**src/hw/rtl/ssa_pkg.sv**
```systemverilog
// ----------------------------------------------------------------------------
// ssa_pkg
// Shared types and constants for the step sequencer advance block.
// ----------------------------------------------------------------------------
package ssa_pkg;

  localparam int MaxSteps   = 8;
  localparam int StepW      = 3;
  localparam int CountW     = 4;
  localparam int HoldW      = 4;
  localparam int ProbW      = 7;
  localparam int CfgIdxW    = 3;
  localparam int CfgDataW   = 56;
  localparam int InDataW    = 16;
  localparam int InUserW    = 2;
  localparam int OutDataW   = 8;

  localparam logic [ProbW-1:0] ProbAlways = 7'd100;

  typedef enum logic [1:0] {
    KIND_START = 2'd0,
    KIND_STOP  = 2'd1,
    KIND_TICK  = 2'd2,
    KIND_NONE  = 2'd3
  } kind_t;

  typedef enum logic [1:0] {
    MODE_FWD  = 2'd0,
    MODE_REV  = 2'd1,
    MODE_PEND = 2'd2,
    MODE_RAND = 2'd3
  } mode_t;

  typedef enum logic [CfgIdxW-1:0] {
    REG_STEP_COUNT = 3'd0,
    REG_PLAY_MODE  = 3'd1,
    REG_ENABLE     = 3'd2,
    REG_HOLD       = 3'd3,
    REG_PROB       = 3'd4
  } reg_idx_t;

  // controller -> datapath
  typedef struct packed {
    logic latch;
    logic eval;
    logic scan;
    logic load_out;
  } ssa_cmd_t;

  // datapath -> controller
  typedef struct packed {
    logic need_scan;
    logic scan_done;
  } ssa_stat_t;

endpackage

```
**src/hw/rtl/ssa_ctrl.sv**
```systemverilog
// ----------------------------------------------------------------------------
// ssa_ctrl
// Controller: sequences latch, evaluate, step scan and result hand-off.
// ----------------------------------------------------------------------------
module ssa_ctrl import ssa_pkg::*; (
  input  logic      clk,
  input  logic      rst_n,
  input  logic      in_tvalid,
  output logic      in_tready,
  output logic      out_tvalid,
  input  logic      out_tready,
  input  ssa_stat_t stat,
  output ssa_cmd_t  cmd
);

  typedef enum logic [1:0] {
    ST_IDLE,
    ST_EVAL,
    ST_SCAN,
    ST_DONE
  } state_t;

  state_t state_r, state_nxt;
  logic   out_valid_r, out_valid_nxt;
  logic   out_free;

  assign out_free   = !out_valid_r || out_tready;
  assign in_tready  = (state_r == ST_IDLE);
  assign out_tvalid = out_valid_r;

  always_comb begin
    state_nxt     = state_r;
    out_valid_nxt = out_valid_r && !out_tready;
    cmd           = '0;
    unique case (state_r)
      ST_IDLE: begin
        if (in_tvalid) begin
          cmd.latch = 1'b1;
          state_nxt = ST_EVAL;
        end
      end
      ST_EVAL: begin
        cmd.eval  = 1'b1;
        state_nxt = stat.need_scan ? ST_SCAN : ST_DONE;
      end
      ST_SCAN: begin
        cmd.scan = 1'b1;
        if (stat.scan_done) state_nxt = ST_DONE;
      end
      ST_DONE: begin
        if (out_free) begin
          cmd.load_out  = 1'b1;
          out_valid_nxt = 1'b1;
          state_nxt     = ST_IDLE;
        end
      end
      default: state_nxt = ST_IDLE;
    endcase
  end

  always_ff @(posedge clk) begin
    if (!rst_n) begin
      state_r     <= ST_IDLE;
      out_valid_r <= 1'b0;
    end else begin
      state_r     <= state_nxt;
      out_valid_r <= out_valid_nxt;
    end
  end

endmodule

```
**src/hw/rtl/ssa_dp.sv**
```systemverilog
// ----------------------------------------------------------------------------
// ssa_dp
// Datapath: config registers, transport state, step scan and result register.
// ----------------------------------------------------------------------------
module ssa_dp import ssa_pkg::*; (
  input  logic                clk,
  input  logic                rst_n,
  input  logic                cfg_valid,
  input  logic [CfgIdxW-1:0]  cfg_index,
  input  logic [CfgDataW-1:0] cfg_data,
  input  logic [InDataW-1:0]  in_tdata,
  input  logic [InUserW-1:0]  in_tuser,
  output logic [OutDataW-1:0] out_tdata,
  input  ssa_cmd_t            cmd,
  output ssa_stat_t           stat
);

  // configuration
  logic [CountW-1:0]          step_count_r;
  mode_t                      play_mode_r;
  logic [MaxSteps-1:0]        enable_r;
  logic [MaxSteps*HoldW-1:0]  hold_codes_r;
  logic [MaxSteps*ProbW-1:0]  prob_table_r;

  // transport state
  logic             running_r;
  logic             first_r;
  logic [StepW-1:0] pos_r;
  logic             bounce_r;
  logic [HoldW-1:0] hold_r;

  // latched item
  kind_t            kind_r;
  logic [StepW-1:0] rstep_r;
  logic [ProbW-1:0] rpct_r;

  // scan
  logic [StepW-1:0] cand_r;
  logic [StepW-1:0] k_r;
  logic             back_r;

  // pending result
  logic             res_off_r, res_taken_r, res_fire_r;
  logic [OutDataW-1:0] out_r;

  logic [CountW-1:0] count;
  logic [StepW-1:0]  last;
  logic [StepW-1:0]  cur;
  logic [StepW-1:0]  mode_nxt;
  logic              mode_back;
  logic              bounce_nxt;
  logic              is_sel_tick;
  logic              hit;
  logic              scan_end;
  logic [StepW-1:0]  cand_adv;
  logic [ProbW-1:0]  cand_prob;
  logic [HoldW-1:0]  cand_hold;

  always_comb begin
    if (step_count_r == '0) count = CountW'(1);
    else if (step_count_r > CountW'(MaxSteps)) count = CountW'(MaxSteps);
    else count = step_count_r;
  end

  assign last = StepW'(count - CountW'(1));
  assign cur  = ({1'b0, pos_r} >= count) ? last : pos_r;

  // next step by play mode, before skipping disabled steps
  always_comb begin
    mode_nxt   = '0;
    mode_back  = 1'b0;
    bounce_nxt = bounce_r;
    unique case (play_mode_r)
      MODE_FWD: mode_nxt = (cur == last) ? '0 : cur + StepW'(1);
      MODE_REV: begin
        mode_nxt  = (cur == '0) ? last : cur - StepW'(1);
        mode_back = 1'b1;
      end
      MODE_PEND: begin
        if (count <= CountW'(1)) begin
          mode_nxt = '0;
        end else if (!bounce_r) begin
          if (cur == last) begin
            mode_nxt   = last - StepW'(1);
            bounce_nxt = 1'b1;
          end else begin
            mode_nxt = cur + StepW'(1);
          end
          mode_back = bounce_nxt;
        end else begin
          if (cur == '0) begin
            mode_nxt   = StepW'(1);
            bounce_nxt = 1'b0;
          end else begin
            mode_nxt = cur - StepW'(1);
          end
          mode_back = bounce_nxt;
        end
      end
      MODE_RAND: mode_nxt = (rstep_r > last) ? last : rstep_r;
      default: mode_nxt = '0;
    endcase
  end

  assign is_sel_tick = (kind_r == KIND_TICK) && running_r && (first_r || hold_r == '0);

  assign hit       = enable_r[cand_r];
  assign scan_end  = hit || (k_r == last);
  assign cand_adv  = back_r ? ((cand_r == '0) ? last : cand_r - StepW'(1))
                            : ((cand_r == last) ? '0 : cand_r + StepW'(1));
  assign cand_prob = prob_table_r[cand_r*ProbW +: ProbW];
  assign cand_hold = hold_codes_r[cand_r*HoldW +: HoldW];

  assign stat.need_scan = is_sel_tick;
  assign stat.scan_done = scan_end;

  always_ff @(posedge clk) begin
    if (!rst_n) begin
      step_count_r <= CountW'(MaxSteps);
      play_mode_r  <= MODE_FWD;
      enable_r     <= '1;
      hold_codes_r <= '0;
      prob_table_r <= '0;
      running_r    <= 1'b0;
      first_r      <= 1'b0;
      pos_r        <= '0;
      bounce_r     <= 1'b0;
      hold_r       <= '0;
    end else begin
      if (cfg_valid) begin
        unique case (cfg_index)
          REG_STEP_COUNT: step_count_r <= cfg_data[CountW-1:0];
          REG_PLAY_MODE:  play_mode_r  <= mode_t'(cfg_data[1:0]);
          REG_ENABLE:     enable_r     <= cfg_data[MaxSteps-1:0];
          REG_HOLD:       hold_codes_r <= cfg_data[MaxSteps*HoldW-1:0];
          REG_PROB:       prob_table_r <= cfg_data[MaxSteps*ProbW-1:0];
          default: ;
        endcase
      end
      if (cmd.eval) begin
        unique case (kind_r)
          KIND_START: begin
            pos_r     <= '0;
            bounce_r  <= 1'b0;
            first_r   <= 1'b1;
            hold_r    <= '0;
            running_r <= 1'b1;
          end
          KIND_STOP: begin
            running_r <= 1'b0;
            pos_r     <= '0;
            first_r   <= 1'b0;
            hold_r    <= '0;
          end
          KIND_TICK: begin
            if (running_r) begin
              if (!first_r && hold_r != '0) hold_r <= hold_r - HoldW'(1);
              else if (first_r) first_r <= 1'b0;
              else bounce_r <= bounce_nxt;
            end
          end
          default: ;
        endcase
      end
      if (cmd.scan && hit) begin
        pos_r  <= cand_r;
        hold_r <= cand_hold;
      end
    end
  end

  // payload registers
  always_ff @(posedge clk) begin
    if (cmd.latch) begin
      kind_r  <= kind_t'(in_tuser);
      rstep_r <= in_tdata[StepW-1:0];
      rpct_r  <= in_tdata[StepW +: ProbW];
    end
    if (cmd.eval) begin
      res_off_r   <= (kind_r == KIND_STOP) || is_sel_tick;
      res_taken_r <= 1'b0;
      res_fire_r  <= 1'b0;
      k_r         <= '0;
      if (first_r) begin
        cand_r <= '0;
        back_r <= 1'b0;
      end else begin
        cand_r <= mode_nxt;
        back_r <= mode_back;
      end
    end
    if (cmd.scan) begin
      if (hit) begin
        res_taken_r <= 1'b1;
        res_fire_r  <= (cand_prob >= ProbAlways) || (rpct_r < cand_prob);
      end else begin
        cand_r <= cand_adv;
        k_r    <= k_r + StepW'(1);
      end
    end
    if (cmd.load_out) begin
      out_r <= {1'b0, running_r, res_fire_r, pos_r, res_taken_r, res_off_r};
    end
  end

  assign out_tdata = out_r;

endmodule

```
**src/hw/rtl/step_sequencer_advance_top.sv**
```systemverilog
// ----------------------------------------------------------------------------
// step_sequencer_advance_top
// Step sequencer transport: start/stop/tick events, four play modes.
// ----------------------------------------------------------------------------
// Flow: each accepted beat is latched, evaluated and loaded into the result
// register; a step-selecting tick first scans 1..8 steps, one step per cycle.
// Throughput: one beat at a time; the next beat is accepted the cycle after the
// result is loaded, and loading waits while out_tvalid is held without out_tready.
// Reset: synchronous rst_n restores register defaults and the stopped state.
module step_sequencer_advance_top import ssa_pkg::*; (
  input  logic                clk,
  input  logic                rst_n,
  // config write channel
  input  logic                cfg_valid,
  output logic                cfg_ready,
  input  logic [CfgIdxW-1:0]  cfg_index,
  input  logic [CfgDataW-1:0] cfg_data,
  // input stream
  input  logic                in_tvalid,
  output logic                in_tready,
  input  logic [InDataW-1:0]  in_tdata,   // [2:0] random_step, [9:3] random_percent
  input  logic [InUserW-1:0]  in_tuser,   // [1:0] kind
  // result stream
  output logic                out_tvalid,
  input  logic                out_tready,
  output logic [OutDataW-1:0] out_tdata   // [0] notes_off, [1] step_taken,
                                          // [4:2] step_index, [5] fire, [6] running
);

  ssa_cmd_t  cmd;
  ssa_stat_t stat;

  assign cfg_ready = 1'b1;

  ssa_ctrl u_ctrl (
    .clk        (clk),
    .rst_n      (rst_n),
    .in_tvalid  (in_tvalid),
    .in_tready  (in_tready),
    .out_tvalid (out_tvalid),
    .out_tready (out_tready),
    .stat       (stat),
    .cmd        (cmd)
  );

  ssa_dp u_dp (
    .clk       (clk),
    .rst_n     (rst_n),
    .cfg_valid (cfg_valid),
    .cfg_index (cfg_index),
    .cfg_data  (cfg_data),
    .in_tdata  (in_tdata),
    .in_tuser  (in_tuser),
    .out_tdata (out_tdata),
    .cmd       (cmd),
    .stat      (stat)
  );

endmodule
```
**config.mk**
```make
export PLATFORM = sky130hd
export DESIGN_NAME = step_sequencer_advance_top
export DESIGN_NICKNAME = d
export VERILOG_FILES = /design/src/hw/rtl/ssa_pkg.sv /design/src/hw/rtl/ssa_ctrl.sv /design/src/hw/rtl/ssa_dp.sv /design/src/hw/rtl/step_sequencer_advance_top.sv
export SDC_FILE = /design/constraint.sdc
export NUM_CORES = 1
export LEC_CHECK = 0
export ABC_AREA = 1
export ABC_CLOCK_PERIOD_IN_PS = 5100
export BUFFER_PORTS_ARGS = -buffer_cell sky130_fd_sc_hd__buf_2
export CORE_ASPECT_RATIO = 1.1
export CORE_MARGIN = 3
export CORE_UTILIZATION = 30
export CTS_BUF_LIST = sky130_fd_sc_hd__clkbuf_4 sky130_fd_sc_hd__clkbuf_8
export DETAILED_ROUTE_END_ITERATION = 8
export HOLD_SLACK_MARGIN = 0.15
export PLACE_DENSITY_LB_ADDON = 0.3
export SETUP_SLACK_MARGIN = 0.05
export SLEW_MARGIN = 20
export SYNTH_ARGS = -nofsm -noshare
export SYNTH_HDL_FRONTEND = slang
export SYNTH_SLANG_ARGS = --single-unit
export TNS_END_PERCENT = 20
```
**constraint.sdc**
```tcl
create_clock -name clk -period 5.1 [get_ports clk]
set_input_delay 0.765 -clock clk [delete_from_list [all_inputs] [get_ports clk]]
set_output_delay 0.765 -clock clk [all_outputs]
set_load 0.03 [all_outputs]
```
==> flow_metrics.tcl <==
set metrics [dict create \
    worst_setup_path_start_kind "register" \
    pin_count 93 \
    cp.arrival_ps 3420 \
    wl_mm 19.8 \
    yosysSeqAreaShare 0.432 \
    design.core.area_um2 23100 \
    cp_max_fo 9 \
    cpLargestDelayFamily "simple AND/OR/NAND/NOR gates" \
    antenna_found_initial 0 \
    gp_congestion 0.806 \
    worstPathRequired_ps 5500 \
    r2r-start "u_dp.step_count_r[2]" \
    leakagePower_nw 3.50 \
    grt_pass1_vias 6282 \
    dp_hpwl_mm 13.7 \
    htreeDepth 4 \
    ys_types 47 \
    setup_viol 0 \
    avgSynthCellArea_um2 7.48 \
    hp-start "u_dp.res_off_r" \
    cts_setup_buffers 0 \
    rsz0062_at_grt "no" \
    clock_sinks 144 \
    drive_above_1_share 0.150 \
    cpMaxStageDelayCell "dfxtp_1" \
    maxSlewViolCount 0 \
    cap_violations 0 \
    die_w_um 153 \
    drt-initial-drc-count 364 \
    final_antenna_net_count 0 \
    synthTopCellsByArea "dfxtp_1 (34%), o21ai_0 (12%), edfxtp_1 (8.8%)" \
    synthCells 957 \
    ys.flop_type "dfxtp_1" \
    synth-seq-cells 144 \
    grt.total_usage 0.153 \
    power_mw 3.65 \
    p_per_area_nw_per_um2 444 \
    vias 6379 \
    outcome "finished clean" \
    rr_endpoint "u_dp.cand_r[2]" \
    n_antenna_cell 0 \
    synth_edf_count 21 \
    dpl-instance-area_um2 7800 \
    viasPerCell 4.80 \
    path_cells "or2_1 > nand2_2 > nand2_4 > clkinv_4 > ha_1 > nand2_1 > inv_1 > nand2_1 > nand3_2 > nand2_1 > nand2_1 > inv_1 > ha_1 > inv_1 > ha_1 > a21oi_1 > o21ai_0 > nand3_1 > inv_1 > nand2_1 > nand2_1 > a21oi_2" \
    fillCellCount 2436 \
    critPathMaxStageDelay_ps 400 \
    grt_pass1_wl_mm 31.8 \
    hold_viol_final 0 \
    fp.dieArea_um2 25800 \
    fin_crit_ps 3010 \
    dieHeight_um 168 \
    period_share 0.591 \
    worst_slack_ps 2090 \
    irDropWorstVdd_mv 0.181 \
    endpoint_kind "register" \
    cts_tree "built" \
    tightest_slew_ps 954 \
    final_area_um2 8210 \
    ff2ff_setup_slack_ps 2090 \
    critPathKind "reg -> reg" \
    hold_path_depth 0 \
    final_cell_mix "o21ai_0 (168), nor2_1 (161), dfxtp_1 (123)" \
    synth_warnings 0 \
    hp-class "reg -> reg" \
    fmax_mhz 332 \
    final_common_cell "o21ai_0" \
    cpMostUsedCell "nand2_1" \
    syn-num-nets 1072 \
    port_buffers 84 \
    finClkSkew_ps 12.2 \
    reg2reg_depth 22 \
    drt_pass1_iterations 5 \
    whs_endpoint "u_dp.out_tdata[0]" \
    num_rows 58 \
    whs_ps 439 \
    initial_core_util 0.309 \
    syn-cell-area_um2 7160 \
    ys_async_sr_fraction 0 \
    final_nets 1132 \
    synth_top_cell_area_share 0.344 \
    wire_per_inst_um 14.9 \
    globalRouteOverflowTotal 0 \
    cts_resized 0 \
    grt_max_degree 65 \
    postCtsHoldBufs 0 \
    synth_area_leader_cell "dfxtp_1" \
    drcViolationCount 0 \
    dp_worst_setup_slack_ps 2120 \
    syn2layout_area_growth_pct 14.7 \
    clk_path_buf_depth 2 \
    clk_pin_slew_ps 80 \
    slew_headroom 0.363 \
    clk_latency_ps 460 \
    finalSetupTns_ps 0 \
    cts_made_buffers 17 \
    critPathBufInv 5 \
    cts-root-buf "clkbuf_8" \
]
[power by group]
part / switching, mW / total [mW] / internal (mW)
combinational: 0.888 / 1.32 / 0.431
sequential: 0.0929 / 1.38 / 1.28
clock: 0.453 / 0.949 / 0.496
total: 1.43 / 3.65 / 2.21
[how the worst max path moves through the flow]
| stage | start | to | slack (ps) | cells after the start |
|---|---|---|---|---|
| after detailed placement | cfg_index[1] | u_dp.prob_table_r[45] | 2120 | 9 |
| after CTS | u_dp.step_count_r[2] | u_dp.cand_r[2] | 2090 | 22 |
| after global routing | u_dp.step_count_r[2] | u_dp.cand_r[2] | 1790 | 22 |
| after global placement | u_dp.step_count_r[2] | u_dp.cand_r[0] | 2100 | 16 |
| final | u_dp.step_count_r[2] | u_dp.cand_r[2] | 2090 | 22 |
| after floorplan | u_dp.step_count_r[2] | u_dp.cand_r[2] | 2480 | 22 |
[through the flow]
step | util | cells
3_5_place_dp | 0.337 | 1298
4_1_cts | 0.355 | 1330
3_3_place_gp | 0.337 | 1298
5_1_grt | 0.355 | 1330
6_report | 0.355 | 1330
2_1_floorplan | - | 957
[kinds of logic after synthesis]
| kind of cell | count (synthesis) | synth area share |
|---|---|---|
| other | 2 | 0.00105 |
| AO/OA/AOI/OAI | 302 | 0.226 |
| multiplexers | 1 | 0.00140 |
| XOR/XNOR | 9 | 0.0110 |
| buffers and inverters | 153 | 0.0863 |
| flip-flops | 144 | 0.432 |
| AND/OR/NAND/NOR | 313 | 0.185 |
| adder cells (fa/ha/maj) | 33 | 0.0576 |
[flip-flops by register name (all words and copies together), names as in the netlist, 2 cells and up]
signal and flops:
u_ctrl.state_r 2, u_dp.cand_r 3, u_dp.enable_r 8, u_dp.hold_codes_r 32, u_dp.hold_r 4, u_dp.k_r 3, u_dp.kind_r 2, u_dp.out_tdata 7
u_dp.play_mode_r 2, u_dp.pos_r 3, u_dp.prob_table_r 56, u_dp.rpct_r 7, u_dp.rstep_r 3, u_dp.step_count_r 4
[synth_stat cells, drive strengths merged, types with 7 or more instances]
| library cell | number |
|---|---|
| o21ai | 173 |
| nor2 | 161 |
| dfxtp | 123 |
| nand2 | 104 |
| inv | 99 |
| a21oi | 92 |
| clkbuf | 34 |
| ha | 33 |
| nand3 | 30 |
| edfxtp | 21 |
| buf | 17 |
| nand4 | 9 |
| o211ai | 8 |
| o22ai | 8 |
| xor2 | 7 |
[routing by layer]
| layer | GRT usage | up-vias | share of wire |
|---|---|---|---|
| li1 | - | 3312 | - |
| met1 | 0.188 | 2922 | 0.46 |
| met2 | 0.265 | 119 | 0.49 |
| met3 | 0.0280 | 26 | 0.032 |
| met4 | 0.0599 | 0 | 0.024 |
| met5 | 0 | - | 0 |
[cell type report]
cell class | count | area (um2) | share of cell area
Inverter | 102 | 390 | 0.0475
Sequential cell | 144 | 3090 | 0.377
Multi-Input combinational cell | 660 | 3460 | 0.422
Clock buffer | 19 | 249 | 0.0303
Clock inverter | 13 | 161 | 0.0197
Timing Repair Buffer | 92 | 480 | 0.0585
Tap cell | 300 | 375 | 0.0457
(Power assumes the default switching activity.)
